===== config.mk =====
export PLATFORM = sky130hd
export DESIGN_NAME = quoted_argument_tokenizer_unit
export DESIGN_NICKNAME = d
export VERILOG_FILES = /design/src/qat_pkg.sv /design/src/qat_front.sv /design/src/qat_queue.sv /design/src/qat_back.sv /design/src/quoted_argument_tokenizer_unit.sv
export SDC_FILE = /design/constraint.sdc
export NUM_CORES = 1
export LEC_CHECK = 0
export ABC_AREA = 1
export BUFFER_PORTS_ARGS = -buffer_cell sky130_fd_sc_hd__buf_2
export CORE_ASPECT_RATIO = 0.7
export CORE_UTILIZATION = 40
export CTS_CLUSTER_DIAMETER = 60
export DETAILED_ROUTE_END_ITERATION = 8
export SYNTH_ARGS = -nofsm -noshare
export SYNTH_HDL_FRONTEND = slang
export SYNTH_SLANG_ARGS = --single-unit
export TNS_END_PERCENT = 50

===== constraint.sdc =====
create_clock -name clk -period 3.4 [get_ports clk]
set_input_delay 0.34 -clock clk [delete_from_list [all_inputs] [get_ports clk]]
set_output_delay 0.34 -clock clk [all_outputs]
set_load 0.03 [all_outputs]

===== src/qat_pkg.sv =====
`timescale 1ns / 1ps
// ----------------------------------------------------------------------------
// qat_pkg
// Shared types and constants for the quoted argument tokenizer.
// ----------------------------------------------------------------------------
package qat_pkg;

    // Token limit and counter width
    localparam int MAX_TOKENS  = 50;
    localparam int TOKEN_W     = 6;
    localparam logic [TOKEN_W-1:0] TOKEN_LIMIT = TOKEN_W'(MAX_TOKENS - 1);

    // Queue between front and back
    localparam int QUEUE_DEPTH = 4;
    localparam int QPTR_W      = $clog2(QUEUE_DEPTH);
    localparam int QCNT_W      = $clog2(QUEUE_DEPTH + 1);

    // Character codes
    localparam logic [7:0] CHAR_NUL    = 8'd0;
    localparam logic [7:0] CHAR_TAB    = 8'd9;
    localparam logic [7:0] CHAR_LF     = 8'd10;
    localparam logic [7:0] CHAR_SPACE  = 8'd32;
    localparam logic [7:0] CHAR_DQUOTE = 8'd34;
    localparam logic [7:0] CHAR_SQUOTE = 8'd39;
    localparam logic [7:0] SEP_RESET   = CHAR_SPACE;

    // Result kinds
    localparam logic [1:0] KIND_CHAR = 2'd0;
    localparam logic [1:0] KIND_END  = 2'd1;
    localparam logic [1:0] KIND_DONE = 2'd2;

    // Queued operations, each one or two results
    typedef enum logic [1:0] {
        OP_CHAR     = 2'd0,
        OP_END      = 2'd1,
        OP_DONE     = 2'd2,
        OP_END_DONE = 2'd3
    } op_t;

    typedef struct packed {
        op_t                op;
        logic [7:0]         ch;
        logic [TOKEN_W-1:0] number;
        logic [TOKEN_W-1:0] total;
        logic               trunc;
    } entry_t;

    // Scan mode state machine
    typedef enum logic [3:0] {
        MODE_SKIP    = 4'b0001,
        MODE_TOKEN   = 4'b0010,
        MODE_QUOTE   = 4'b0100,
        MODE_DISCARD = 4'b1000
    } mode_t;

endpackage


===== src/qat_front.sv =====
`timescale 1ns / 1ps
// ----------------------------------------------------------------------------
// qat_front
// Accepts characters, classifies them, tracks scan mode and token count,
// and pushes result operations into the queue.
// ----------------------------------------------------------------------------
module qat_front
    import qat_pkg::*;
(
    input  logic         clk,
    input  logic         rst_n,
    input  logic         cfg_valid,
    input  logic [7:0]   cfg_data,
    input  logic         accept,
    input  logic [7:0]   character,
    output logic         push,
    output entry_t       push_entry
);

    logic [7:0]         sep_reg;
    mode_t              mode_reg, mode_next;
    logic [TOKEN_W-1:0] started_reg, started_next;
    logic [TOKEN_W-1:0] cur;
    logic               eol, sep, quote;

    // Configuration register
    always_ff @(posedge clk or negedge rst_n)
    begin
        if (!rst_n)
        begin
            sep_reg <= SEP_RESET;
        end
        else if (cfg_valid)
        begin
            sep_reg <= cfg_data;
        end
    end

    // Character classes
    assign eol   = (character == CHAR_NUL) || (character == CHAR_LF);
    assign sep   = (character == CHAR_SPACE) || (character == CHAR_TAB) ||
                   (character == sep_reg);
    assign quote = (character == CHAR_SQUOTE) || (character == CHAR_DQUOTE);
    assign cur   = started_reg - 1'b1;

    // Mode update and operation selection
    always_comb
    begin
        mode_next    = mode_reg;
        started_next = started_reg;
        push         = 1'b0;
        push_entry   = '0;
        if (accept)
        begin
            case (mode_reg)
                MODE_SKIP:
                begin
                    if (eol)
                    begin
                        push             = 1'b1;
                        push_entry.op    = OP_DONE;
                        push_entry.total = (started_reg != '0) ? started_reg
                                                               : TOKEN_W'(1);
                        started_next     = '0;
                    end
                    else if (sep)
                    begin
                        mode_next = MODE_SKIP;
                    end
                    else if (started_reg >= TOKEN_LIMIT)
                    begin
                        push             = 1'b1;
                        push_entry.op    = OP_DONE;
                        push_entry.total = TOKEN_LIMIT;
                        push_entry.trunc = 1'b1;
                        started_next     = '0;
                        mode_next        = MODE_DISCARD;
                    end
                    else
                    begin
                        started_next = started_reg + 1'b1;
                        if (quote)
                        begin
                            mode_next = MODE_QUOTE;
                        end
                        else
                        begin
                            mode_next         = MODE_TOKEN;
                            push              = 1'b1;
                            push_entry.op     = OP_CHAR;
                            push_entry.ch     = character;
                            push_entry.number = started_reg;
                        end
                    end
                end
                MODE_TOKEN:
                begin
                    if (eol)
                    begin
                        push              = 1'b1;
                        push_entry.op     = OP_END_DONE;
                        push_entry.number = cur;
                        push_entry.total  = started_reg;
                        started_next      = '0;
                        mode_next         = MODE_SKIP;
                    end
                    else if (sep)
                    begin
                        push              = 1'b1;
                        push_entry.op     = OP_END;
                        push_entry.number = cur;
                        mode_next         = MODE_SKIP;
                    end
                    else if (quote)
                    begin
                        mode_next = MODE_QUOTE;
                    end
                    else
                    begin
                        push              = 1'b1;
                        push_entry.op     = OP_CHAR;
                        push_entry.ch     = character;
                        push_entry.number = cur;
                    end
                end
                MODE_QUOTE:
                begin
                    if (eol)
                    begin
                        push              = 1'b1;
                        push_entry.op     = OP_END_DONE;
                        push_entry.number = cur;
                        push_entry.total  = started_reg;
                        started_next      = '0;
                        mode_next         = MODE_SKIP;
                    end
                    else if (quote)
                    begin
                        mode_next = MODE_TOKEN;
                    end
                    else
                    begin
                        push              = 1'b1;
                        push_entry.op     = OP_CHAR;
                        push_entry.ch     = character;
                        push_entry.number = cur;
                    end
                end
                MODE_DISCARD:
                begin
                    if (eol)
                    begin
                        started_next = '0;
                        mode_next    = MODE_SKIP;
                    end
                end
                default:
                begin
                    started_next = '0;
                    mode_next    = MODE_SKIP;
                end
            endcase
        end
    end

    // State registers
    always_ff @(posedge clk or negedge rst_n)
    begin
        if (!rst_n)
        begin
            mode_reg    <= MODE_SKIP;
            started_reg <= '0;
        end
        else
        begin
            mode_reg    <= mode_next;
            started_reg <= started_next;
        end
    end

endmodule


===== src/qat_queue.sv =====
`timescale 1ns / 1ps
// ----------------------------------------------------------------------------
// qat_queue
// Short FIFO of result operations between the front and the back.
// ----------------------------------------------------------------------------
module qat_queue
    import qat_pkg::*;
(
    input  logic   clk,
    input  logic   rst_n,
    input  logic   push,
    input  entry_t push_entry,
    input  logic   pop,
    output logic   full,
    output logic   empty,
    output entry_t head
);

    entry_t              slot_reg [QUEUE_DEPTH];
    logic [QPTR_W-1:0]   wr_ptr_reg, rd_ptr_reg;
    logic [QCNT_W-1:0]   count_reg;
    logic                do_push, do_pop;

    assign full    = (count_reg == QCNT_W'(QUEUE_DEPTH));
    assign empty   = (count_reg == '0);
    assign head    = slot_reg[rd_ptr_reg];
    assign do_push = push && !full;
    assign do_pop  = pop && !empty;

    // Storage
    always_ff @(posedge clk)
    begin
        if (do_push)
        begin
            slot_reg[wr_ptr_reg] <= push_entry;
        end
    end

    // Pointers and fill count
    always_ff @(posedge clk or negedge rst_n)
    begin
        if (!rst_n)
        begin
            wr_ptr_reg <= '0;
            rd_ptr_reg <= '0;
            count_reg  <= '0;
        end
        else
        begin
            if (do_push)
            begin
                wr_ptr_reg <= wr_ptr_reg + 1'b1;
            end
            if (do_pop)
            begin
                rd_ptr_reg <= rd_ptr_reg + 1'b1;
            end
            if (do_push && !do_pop)
            begin
                count_reg <= count_reg + 1'b1;
            end
            else if (do_pop && !do_push)
            begin
                count_reg <= count_reg - 1'b1;
            end
        end
    end

endmodule


===== src/qat_back.sv =====
`timescale 1ns / 1ps
// ----------------------------------------------------------------------------
// qat_back
// Expands queued operations into result items and holds them in the
// output register until taken.
// ----------------------------------------------------------------------------
module qat_back
    import qat_pkg::*;
(
    input  logic               clk,
    input  logic               rst_n,
    input  logic               empty,
    input  entry_t             head,
    output logic               pop,
    output logic               out_valid,
    input  logic               out_stall,
    output logic [1:0]         kind,
    output logic [7:0]         token_char,
    output logic [TOKEN_W-1:0] token_number,
    output logic [TOKEN_W-1:0] token_total,
    output logic               truncated,
    output logic               last
);

    logic               valid_reg, valid_next;
    logic               phase_reg, phase_next;
    logic               load;
    logic [1:0]         kind_reg, kind_next;
    logic [7:0]         char_reg, char_next;
    logic [TOKEN_W-1:0] number_reg, number_next;
    logic [TOKEN_W-1:0] total_reg, total_next;
    logic               trunc_reg, trunc_next;
    logic               last_reg, last_next;

    assign load = !valid_reg || !out_stall;

    // Result selection; a token end before line done takes two items
    always_comb
    begin
        valid_next  = valid_reg;
        phase_next  = phase_reg;
        pop         = 1'b0;
        kind_next   = kind_reg;
        char_next   = char_reg;
        number_next = number_reg;
        total_next  = total_reg;
        trunc_next  = trunc_reg;
        last_next   = last_reg;
        if (load)
        begin
            valid_next = !empty;
            if (!empty)
            begin
                char_next   = '0;
                number_next = '0;
                total_next  = '0;
                trunc_next  = 1'b0;
                last_next   = 1'b1;
                pop         = 1'b1;
                case (head.op)
                    OP_CHAR:
                    begin
                        kind_next   = KIND_CHAR;
                        char_next   = head.ch;
                        number_next = head.number;
                    end
                    OP_END:
                    begin
                        kind_next   = KIND_END;
                        number_next = head.number;
                    end
                    OP_DONE:
                    begin
                        kind_next  = KIND_DONE;
                        total_next = head.total;
                        trunc_next = head.trunc;
                    end
                    OP_END_DONE:
                    begin
                        if (!phase_reg)
                        begin
                            kind_next   = KIND_END;
                            number_next = head.number;
                            last_next   = 1'b0;
                            pop         = 1'b0;
                            phase_next  = 1'b1;
                        end
                        else
                        begin
                            kind_next  = KIND_DONE;
                            total_next = head.total;
                            phase_next = 1'b0;
                        end
                    end
                    default:
                    begin
                        kind_next = KIND_CHAR;
                    end
                endcase
            end
        end
    end

    // Output control
    always_ff @(posedge clk or negedge rst_n)
    begin
        if (!rst_n)
        begin
            valid_reg <= 1'b0;
            phase_reg <= 1'b0;
        end
        else
        begin
            valid_reg <= valid_next;
            phase_reg <= phase_next;
        end
    end

    // Output payload
    always_ff @(posedge clk)
    begin
        kind_reg   <= kind_next;
        char_reg   <= char_next;
        number_reg <= number_next;
        total_reg  <= total_next;
        trunc_reg  <= trunc_next;
        last_reg   <= last_next;
    end

    assign out_valid    = valid_reg;
    assign kind         = kind_reg;
    assign token_char   = char_reg;
    assign token_number = number_reg;
    assign token_total  = total_reg;
    assign truncated    = trunc_reg;
    assign last         = last_reg;

endmodule


===== src/quoted_argument_tokenizer_unit.sv =====
`timescale 1ns / 1ps
// ----------------------------------------------------------------------------
// quoted_argument_tokenizer_unit
// Splits a character stream into quoted or plain tokens.
// ----------------------------------------------------------------------------
// Path: an item's results pass the queue slot, then the output register.
// Throughput: one item per cycle unless in_stall or out_stall holds; a line
// end that closes a token yields two result items from the 4-entry queue.
// Reset: scan mode, token count, queue and output valid clear; the extra
// separator returns to space.
module quoted_argument_tokenizer_unit
    import qat_pkg::*;
(
    input  logic               clk,
    input  logic               rst_n,
    // configuration write
    input  logic               cfg_valid,
    output logic               cfg_ready,
    input  logic [7:0]         cfg_data,
    // character input
    input  logic               in_valid,
    output logic               in_stall,
    input  logic [7:0]         character,
    // result output
    output logic               out_valid,
    input  logic               out_stall,
    output logic [1:0]         kind,
    output logic [7:0]         token_char,
    output logic [TOKEN_W-1:0] token_number,
    output logic [TOKEN_W-1:0] token_total,
    output logic               truncated,
    output logic               last
);

    logic   accept;
    logic   push, pop, full, empty;
    entry_t push_entry, head;

    assign cfg_ready = 1'b1;
    assign in_stall  = full;
    assign accept    = in_valid && !in_stall;

    qat_front u_front (
        .clk        (clk),
        .rst_n      (rst_n),
        .cfg_valid  (cfg_valid),
        .cfg_data   (cfg_data),
        .accept     (accept),
        .character  (character),
        .push       (push),
        .push_entry (push_entry)
    );

    qat_queue u_queue (
        .clk        (clk),
        .rst_n      (rst_n),
        .push       (push),
        .push_entry (push_entry),
        .pop        (pop),
        .full       (full),
        .empty      (empty),
        .head       (head)
    );

    qat_back u_back (
        .clk          (clk),
        .rst_n        (rst_n),
        .empty        (empty),
        .head         (head),
        .pop          (pop),
        .out_valid    (out_valid),
        .out_stall    (out_stall),
        .kind         (kind),
        .token_char   (token_char),
        .token_number (token_number),
        .token_total  (token_total),
        .truncated    (truncated),
        .last         (last)
    );

endmodule

==> qor.csv, run 1 <==
metric;value;unit
timing.setup.tns;0;ns
wl_per_cell;14.7;um
critical_path_arrival;3.28;ns
grt_max_degree;34;
rr_worst_depth;11;
fin_crit;2.98;ns
grt_pass1_vias;4444;
hold_class;in -> reg;
synthCells;680;
vias;4699;
max_stage_delay;0.42;ns
clock_latency;0.42;ns
via_per_inst;4.82;
yosys.area.top_type_share;0.518;
routed_wl;14300;um
slew_viol_final;0;
post-cts-setup-buffers;0;
initial_core_util;0.410;
antenna_found_initial;0;
r2r-start;u_queue.count_reg[0];
numCtsBuffers;17;
fin_cells;974;
worstPathCellList;or2_1 > o21ai_1 > inv_1 > nand2_1 > inv_2 > nand2_2 > inv_1 > ha_1 > inv_1 > fa_1 > mux2_2;
avgSynthCellArea;9.89;um2
syn_area;6730;um2
gp_congestion;0.867;
hp-start;cfg_data[2];
portBuffers;46;
rsz0062_at_grt;false;
p_per_area;904;nW/um2
cts_max_level;4;
synth_area_leaders;edfxtp_1 52%, dfrtp_1 9.3%, nand2_1 7.6%, nor2_1 6.8%, o21ai_0 4.2%;
path_class;reg -> reg;
start_kind;flop;
seqCellArea;4160;um2
max-vdd-ir-drop;0.422;mV
cp_slowest_cell;dfrtp_1;
hold_viol;0;
pin_count;48;
min_path_cells;3;
ys_seq_elements;143;
maxCapViolations;0;
grt_use_total;0.179;
num_antenna_cells;0;
fin_crit_sh;0.877;
first_pass_iters;4;
fin_util;0.479;
area_growth_syn_to_layout;16.7;%
fin_nets;767;
grt_pass1_wl;23500;um
worst_slew_pin_slew;0.752;ns
ys_async_sr_fraction;0.189;
ant_nets;0;
ctsResizeCount;0;
synth_enable_flop_cells;116;
path_common_cell;inv_1;
reg2reg_slack;0.42;ns
overflow;0;
setup_viol;0;
synthTopCellsByCount;136 x nand2_1, 122 x nor2_1, 116 x edfxtp_1;
dp.cells;941;
synth.most_common_cell;nand2_1;
path_clk_slew;0.07;ns
cts_tree;done;
coreArea;16400;um2
multiInputGateArea;2210;um2
endpoint_kind;flop;
clock.fmax;0.335;GHz
remaining_drc_errors;0;
yosysWarnings;0;
first_iter_violations;296;
num_rows;39;
synth_nets;711;
die_w;157;um
finClkSkew;0.0108;ns
cp_max_fo;13;
nFillCells;1535;
hold_end;u_front.sep_reg[2];
layout-drive-gt1-share;0.203;
hpwl;9690;um
status;completed;
p_leak;3.24;nW
synth_cell_type_count;38;
yosys.area.top_type;edfxtp_1;
dieArea;17400;um2
fin_total_pwr;0.00710;W
synth_flop_cell;edfxtp_1;
clock-sinks;143;
relSlewSlack;0.496;
largest_reg_flops;92;
cts_buffer_depth;2;
timing.rr.end;u_queue.count_reg[1];
synth_seq_area_share;0.619;
clock-root-buffer;clkbuf_16;
die_h;111;um
cp.required;3.70;ns
-- per-layer routing --
| layer | routed length [um] | global-route usage | vias to the layer above | part of all wire |
|---|---|---|---|---|
| met5 | 0 | 0 | - | 0 |
| li1 | - | - | 2369 | - |
| met1 | 7110 | 0.270 | 2206 | 0.50 |
| met2 | 6320 | 0.260 | 108 | 0.44 |
| met3 | 768 | 0.0392 | 16 | 0.054 |
| met4 | 153 | 0.0460 | 0 | 0.011 |
-- logic make-up (layout without fill, tap and decap cells) --
group / after synthesis / in the layout / share of synthesized area
XOR/XNOR: 10 / 10 / 0.0130
AO/OA/AOI/OAI: 98 / 98 / 0.0761
multiplexers: 1 / 1 / 0.00167
other: 1 / 1 / 0.000557
buffers and inverters: 89 / 158 / 0.0547
adder cells (fa/ha/maj): 10 / 10 / 0.0197
flip-flops: 143 / 143 / 0.619
AND/OR/NAND/NOR: 328 / 328 / 0.216
-- report_power, final --
part	switching, W	internal [W]
Sequential	0.000169	0.00243
Clock	0.000815	0.00113
Combinational	0.00180	0.000752
-- worst max-delay path, delay by kind of cell, from the launching register on --
kind                       cells  cell delay, ns
muxes                          1            0.27
DFF                            1            0.42
and+or+nand+nor                3            0.78
adders and majority gates      2            0.59
AOI/OAI and AO/OA              1            0.30
buffers and inverters          4            0.52
-- how the worst max path moves through the flow --
stage	start	to	slack [ns]	cells after the start
floorplan	u_front.started_reg[0]	u_queue.slot_reg[0][0]	0.69	9
global placement	u_queue.count_reg[0]	u_queue.count_reg[1]	0.58	11
detailed placement	u_queue.count_reg[0]	u_queue.count_reg[1]	0.43	11
CTS	u_queue.count_reg[0]	u_queue.count_reg[1]	0.41	11
global route	u_queue.count_reg[0]	u_queue.count_reg[1]	0.20	11
finish	u_queue.count_reg[0]	u_queue.count_reg[1]	0.42	11
-- placed cells by master (no fill, tap or decap), types with 2 or more instances in the layout --
cell type,n
clkinv_4,2
buf_2,46
inv_6,3
nand2_1,136
inv_8,6
nand2_2,11
nand3_2,7
dfrtp_1,25
o21ai_1,9
edfxtp_1,116
a21oi_1,27
bufinv_16,2
inv_1,48
dfstp_2,2
xor2_1,6
inv_2,19
nor2_4,5
nor2_2,13
nor3_1,3
nand4_1,8
nand3_1,21
a211oi_1,2
xnor2_1,4
ha_1,9
clkbuf_16,17
buf_4,12
o21ai_0,57
nor2_1,118
-- layout make-up --
type | instances | share of cell area
clock inverters | 15 | 0.0249
flip-flops and latches | 143 | 0.530
multi-input cells | 448 | 0.281
well taps | 225 | 0.0358
repair buffers | 59 | 0.0421
clock buffers | 17 | 0.0542
inverters | 67 | 0.0320
-- metrics by stage --
step           setup slack, ns  hold slack [ns]  instance area (um2)
4_1_cts                  0.412            0.120                 7850
3_3_place_gp             0.580            0.395                 7220
6_report                 0.419            0.127                 7850
3_5_place_dp             0.434            0.418                 7220
2_1_floorplan            0.685           0.0444                 6730
5_1_grt                  0.198            0.139                 7850
-- timing repair --
action | 4_1_cts | 5_1_grt
hold buffers | 1 | 0
endpoints found under the hold margin | 25 | 0
endpoints found under the setup margin | 0 | 0
No activity file was read; power rests on OpenSTA's default activity.
==> run 2, diff against run 1 <==
ABC_AREA = 0   (was 1)
CORE_UTILIZATION = 64   (was 40)
PLACE_DENSITY = 0.84   (was not set)
clock period = 3.49 ns   (was 3.4 ns; I/O delays follow)
==> run 2 against run 1 <==
Net effect:
- worst hold slack improved by 0.023 ns
- non-clock buffer count grew 3
- clock power fell by 9.8%
- synthesized cell count fell by 39%
==> qor.csv, run 2 <==
metric;value;unit;change
die_w;121;um;-23%
path_clk_slew;0.06;ns;about the same
synth_flop_cell;edfxtp_1;;
layout-drive-gt1-share;0.291;;+0.0878
path_class;reg -> reg;;
synth_cell_type_count;61;;+61%
gp_congestion;0.890;;+2.7%
initial_core_util;0.656;;+0.246
synth_area_leaders;edfxtp_1 55%, dfrtp_1 9.8%, mux4_2 8.2%, xor2_1 2.1%, ha_1 1.8%;;
endpoint_kind;flop;;
ant_nets;0;;unchanged
grt_max_degree;28;;-18%
area_growth_syn_to_layout;15.7;%;
clock-root-buffer;clkbuf_16;;
synthTopCellsByCount;116 x edfxtp_1, 25 x dfrtp_1, 23 x mux4_2;;
max_stage_delay;0.63;ns;+0.21 ns
overflow;0;;unchanged
max-vdd-ir-drop;0.534;mV;+26%
synth_enable_flop_cells;116;;unchanged
synth_nets;444;;-38%
yosys.area.top_type_share;0.548;;+0.0304
path_buf_inv;1;;-3
start_kind;flop;;
first_pass_iters;5;;+1
p_per_area;902;nW/um2;-0.16%
finClkSkew;0.00773;ns;-0.00308 ns
worstPathCellList;nor4b_2 > o31ai_1 > nor4b_1 > a211oi_2 > ha_1 > inv_1 > fa_1 > xor2_1 > nor2_1 > xor2_1;;
status;completed;;
die_h;85.4;um;-23%
post-cts-setup-buffers;0;;unchanged
remaining_drc_errors;0;;unchanged
worst_slew_pin_slew;0.738;ns;-0.0136 ns
synth_seq_area_share;0.655;;+0.0363
ys_seq_elements;143;;unchanged
nFillCells;557;;-64%
clock_latency;0.42;ns;about the same
hold_class;in -> reg;;
fin_nets;503;;-34%
multiInputGateArea;2060;um2;-6.9%
ctsResizeCount;0;;unchanged
hpwl;8330;um;-14%
via_per_inst;6.15;;+27%
relSlewSlack;0.500;;+0.00434
routed_wl;13400;um;-6.5%
avgSynthCellArea;15.4;um2;+56%
seqCellArea;4160;um2;unchanged
coreArea;9680;um2;-41%
synth.most_common_cell;edfxtp_1;;
rsz0062_at_grt;false;;
layout_commonest_cell;edfxtp_1;;
maxCapViolations;0;;unchanged
setup_viol;0;;unchanged
cp.required;3.83;ns;+0.13 ns
cts_buffer_depth;2;;unchanged
cts_max_level;4;;unchanged
hold_viol;0;;unchanged
clock.fmax;0.305;GHz;-9.2%
grt_pass1_vias;3799;;-15%
whs;0.150;ns;+0.0230 ns
fin_crit;3.28;ns;+0.302 ns
syn_area;6350;um2;-5.5%
ys_async_sr_fraction;0.189;;unchanged
first_iter_violations;424;;+43%
yosysWarnings;0;;unchanged
portBuffers;46;;unchanged
vias;3767;;-20%
largest_reg_flops;92;;unchanged
critical_path_arrival;3.63;ns;+0.35 ns
timing.setup.tns;0;ns;unchanged
clock-sinks;143;;unchanged
grt_pass1_wl;20800;um;-12%
p_leak;2.81;nW;-13%
synthCells;413;;-39%
num_rows;30;;-23%
slew_viol_final;0;;unchanged
final_cell_mix;116 x edfxtp_1, 46 x buf_2, 25 x dfrtp_1;;
grt_use_total;0.285;;+0.106
num_antenna_cells;0;;unchanged
wl_per_cell;21.9;um;+49%
pin_count;48;;unchanged
cp_slowest_cell;nor4b_2;;
numCtsBuffers;17;;unchanged
yosys.area.top_type;edfxtp_1;;
fin_crit_sh;0.941;;+0.0640
cp_max_fo;11;;-2
dieArea;10300;um2;-40%
crit_family;simple AND/OR/NAND/NOR gates;;
antenna_found_initial;0;;unchanged
cts_tree;done;;
path_common_cell;xor2_1;;
==> run 2: worst paths after layout <==
check                           cells past startpoint  slack (ns)                     end            startpoint
worst max-delay path                               10        0.21    u_queue.count_reg[2]   u_front.mode_reg[1]
worst min-delay path                                3        0.15        u_back.out_valid             out_stall
worst max register to register                     10        0.21    u_queue.count_reg[2]   u_front.mode_reg[1]
worst min register to register                      1        0.51    u_queue.count_reg[2]  u_queue.count_reg[2]
max in group asynchronous                           2        2.52  u_front.started_reg[1]                 rst_n
min in group asynchronous                           2        0.52        u_back.phase_reg                 rst_n
==> run 2: what timing repair did <==
action                                 CTS  global route
hold buffers                             1             0
setup endpoints to repair                0             0
endpoints found under the hold margin   25             0
==> run 2: power breakdown <==
| group | switching (W) | total (W) | internal, W |
|---|---|---|---|
| sequential | 0.000219 | 0.00264 | 0.00242 |
| combinational | 0.00135 | 0.00224 | 0.000889 |
| clock | 0.000706 | 0.00175 | 0.00105 |
| total | 0.00227 | 0.00663 | 0.00436 |
==> run 2: area by class of cell <==
class / instances / share of cell area
clock inverters: 14 / 0.0191
inverters: 13 / 0.00664
repair buffers: 62 / 0.0480
well taps: 128 / 0.0218
flip-flops and latches: 143 / 0.566
clock buffers: 18 / 0.0584
multi-input cells: 235 / 0.280
==> run 2: logic make-up (layout without fill, tap and decap cells) <==
kind of cell	count (synthesis)	count (layout)	synth area share
xor+xnor	19	19	0.0262
flops	143	143	0.655
mux	35	35	0.104
simple gates	118	118	0.114
other cells	1	1	0.000590
buf+inv	35	107	0.0221
compound gates	52	52	0.0575
fa+ha+maj	10	10	0.0209
==> run 2: metrics by stage <==
stage,cell area (um2),instances,setup WS [ns],util,power (W)
finish,7350,613,0.207,0.759,0.00663
floorplan,6350,413,0.260,-,0.00426
global placement,6770,580,0.396,0.699,0.00475
CTS,7350,613,0.233,0.759,0.00665
detailed placement,6770,580,0.266,0.699,0.00486
global route,7350,613,0.00515,0.759,0.00692
==> run 2: routing by layer <==
metal  up-vias  share of wire  GRT usage
li1       1701              -          -
met1      1873           0.43      0.394
met2       172           0.48      0.446
met3        21          0.068     0.0625
met4         0          0.020      0.119
met5         -              0          0
==> run 2: worst register-to-register path, cell delays in order, from the launching register on <==
cell,delay [ns]
dfrtp_1,0.47
nor4b_2,0.63
o31ai_1,0.19
nor4b_1,0.20
a211oi_2,0.48
ha_1,0.28
inv_1,0.07
fa_1,0.43
xor2_1,0.17
nor2_1,0.11
xor2_1,0.16
==> run 3, diff against run 2 <==
CORE_MARGIN = 1   (was not set)
PLACE_DENSITY = not set   (was 0.84)
PLACE_DENSITY_LB_ADDON = 0.05   (was not set)
==> run 3 against run 2 <==
Net effect:
- clock skew increased by 0.0039 ns
- final cell count increased by 0.16%
- via count is 0.88% higher
- non-clock buffer count is 1 higher
- largest cell class unchanged
- highest routed layer unchanged
==> qor.csv, run 3 (synthesis gave the netlist of run 2 again) <==
metric;value;unit;change
cts_buffer_depth;2;;unchanged
hold_viol;0;;unchanged
status;completed;;
clock.fmax;0.312;GHz;+2.5%
first_iter_violations;329;;-22%
ctsResizeCount;0;;unchanged
nFillCells;569;;+2.2%
seqCellArea;4160;um2;unchanged
via_per_inst;6.19;;+0.71%
num_rows;30;;unchanged
finClkSkew;0.0117;ns;+0.00394 ns
worst_slew_pin_slew;0.694;ns;-0.0441 ns
slew_viol_final;0;;unchanged
cp_max_fo;10;;-1
fin_nets;504;;+0.20%
ant_nets;0;;unchanged
die_w;121;um;unchanged
num_antenna_cells;0;;unchanged
whs;0.151;ns;+0.000945 ns
critical_path_arrival;3.54;ns;-0.09 ns
fin_crit_sh;0.918;;-0.0228
timing.setup.tns;0;ns;unchanged
grt_use_total;0.277;;-0.00832
cts_max_level;4;;unchanged
coreArea;9680;um2;unchanged
remaining_drc_errors;0;;unchanged
grt_pass1_vias;3697;;-2.7%
area_growth_syn_to_layout;15.7;%;about the same
initial_core_util;0.656;;unchanged
hold_class;in -> reg;;
clock-sinks;143;;unchanged
cts_tree;done;;
routed_wl;12900;um;-4.0%
p_per_area;895;nW/um2;-0.84%
antenna_found_initial;0;;unchanged
die_h;85.4;um;unchanged
grt_max_degree;28;;unchanged
overflow;0;;unchanged
setup_viol;0;;unchanged
path_class;reg -> reg;;
gp_congestion;0.917;;+3.0%
layout_commonest_cell;edfxtp_1;;
cp.required;3.83;ns;about the same
layout-drive-gt1-share;0.302;;+0.0117
endpoint_kind;flop;;
path_clk_slew;0.06;ns;about the same
largest_reg_flops;92;;unchanged
relSlewSlack;0.534;;+0.0336
multiInputGateArea;2060;um2;unchanged
dieArea;10300;um2;unchanged
clock-root-buffer;clkbuf_16;;
fin_total_pwr;0.00658;W;-0.77%
hpwl;8080;um;-3.0%
numCtsBuffers;17;;unchanged
maxCapViolations;0;;unchanged
grt_pass1_wl;20400;um;-1.8%
pin_count;48;;unchanged
rsz0062_at_grt;false;;
portBuffers;46;;unchanged
wl_per_cell;21.0;um;-4.2%
fin_crit;3.20;ns;-0.0797 ns
first_pass_iters;5;;unchanged
clock_latency;0.42;ns;about the same
start_kind;flop;;
vias;3800;;+0.88%
max-vdd-ir-drop;0.388;mV;-27%
p_leak;2.83;nW;+0.50%
final_cell_mix;116 x edfxtp_1, 46 x buf_2, 25 x dfrtp_1;;
==> run 3: final cells by class <==
class	instances	area share
timing repair buffer	63	0.0490
clock inverter	15	0.0192
sequential	143	0.566
clock buffer	17	0.0578
tap	128	0.0218
multi-input combinational	235	0.280
inverter	13	0.00663
==> run 3: final timing paths <==
path | start | to | slack [ns] | depth (start not counted)
min | out_stall | u_back.out_valid | 0.15 | 3
min in group asynchronous | rst_n | u_queue.rd_ptr_reg[0] | 0.51 | 2
min reg2reg | u_queue.count_reg[2] | u_queue.count_reg[2] | 0.50 | 1
max | u_front.started_reg[0] | u_queue.count_reg[2] | 0.29 | 12
max in group asynchronous | rst_n | u_front.mode_reg[1] | 2.53 | 2
max reg2reg | u_front.started_reg[0] | u_queue.count_reg[2] | 0.29 | 12
==> run 3: repair_timing <==
| action | CTS | global route |
|---|---|---|
| setup endpoints to repair | 0 | 0 |
| hold endpoints to repair | 25 | 0 |
| hold buffers | 1 | 0 |
| setup buffers | 0 | 0 |
==> run 3: metrics by stage <==
stage                     cell area, um2  setup WS, ns  instances   util
after floorplan                     6350         0.260        413      -
after global placement              6780         0.395        581  0.700
after detailed placement            6780         0.312        581  0.700
after CTS                           7350         0.331        614  0.759
after global routing                7350        0.0799        614  0.759
final                               7350         0.287        614  0.759
==> run 3: worst max-delay path, stage by stage (launching register included) <==
cell	delay, ns
dfrtp_1	0.51
inv_1	0.12
ha_1	0.27
or4b_2	0.24
and3_1	0.22
a21oi_1	0.10
a211oi_2	0.46
ha_1	0.27
inv_1	0.07
fa_1	0.42
xor2_1	0.17
nor2_1	0.12
xor2_1	0.15
==> run 3: power breakdown <==
| part | internal (W) | leakage [nW] | switching, W |
|---|---|---|---|
| combinational | 0.000891 | 1.13 | 0.00132 |
| clock | 0.000944 | 0.272 | 0.000768 |
| sequential | 0.00242 | 1.43 | 0.000240 |
| total | 0.00425 | 2.83 | 0.00233 |
==> run 3: per-layer routing <==
layer	GRT usage	wire, um	vias up
met3	0.0927	1010	13
met4	0.0539	123	0
met5	0	0	-
met2	0.418	6010	201
met1	0.399	5740	1886
li1	-	-	1700
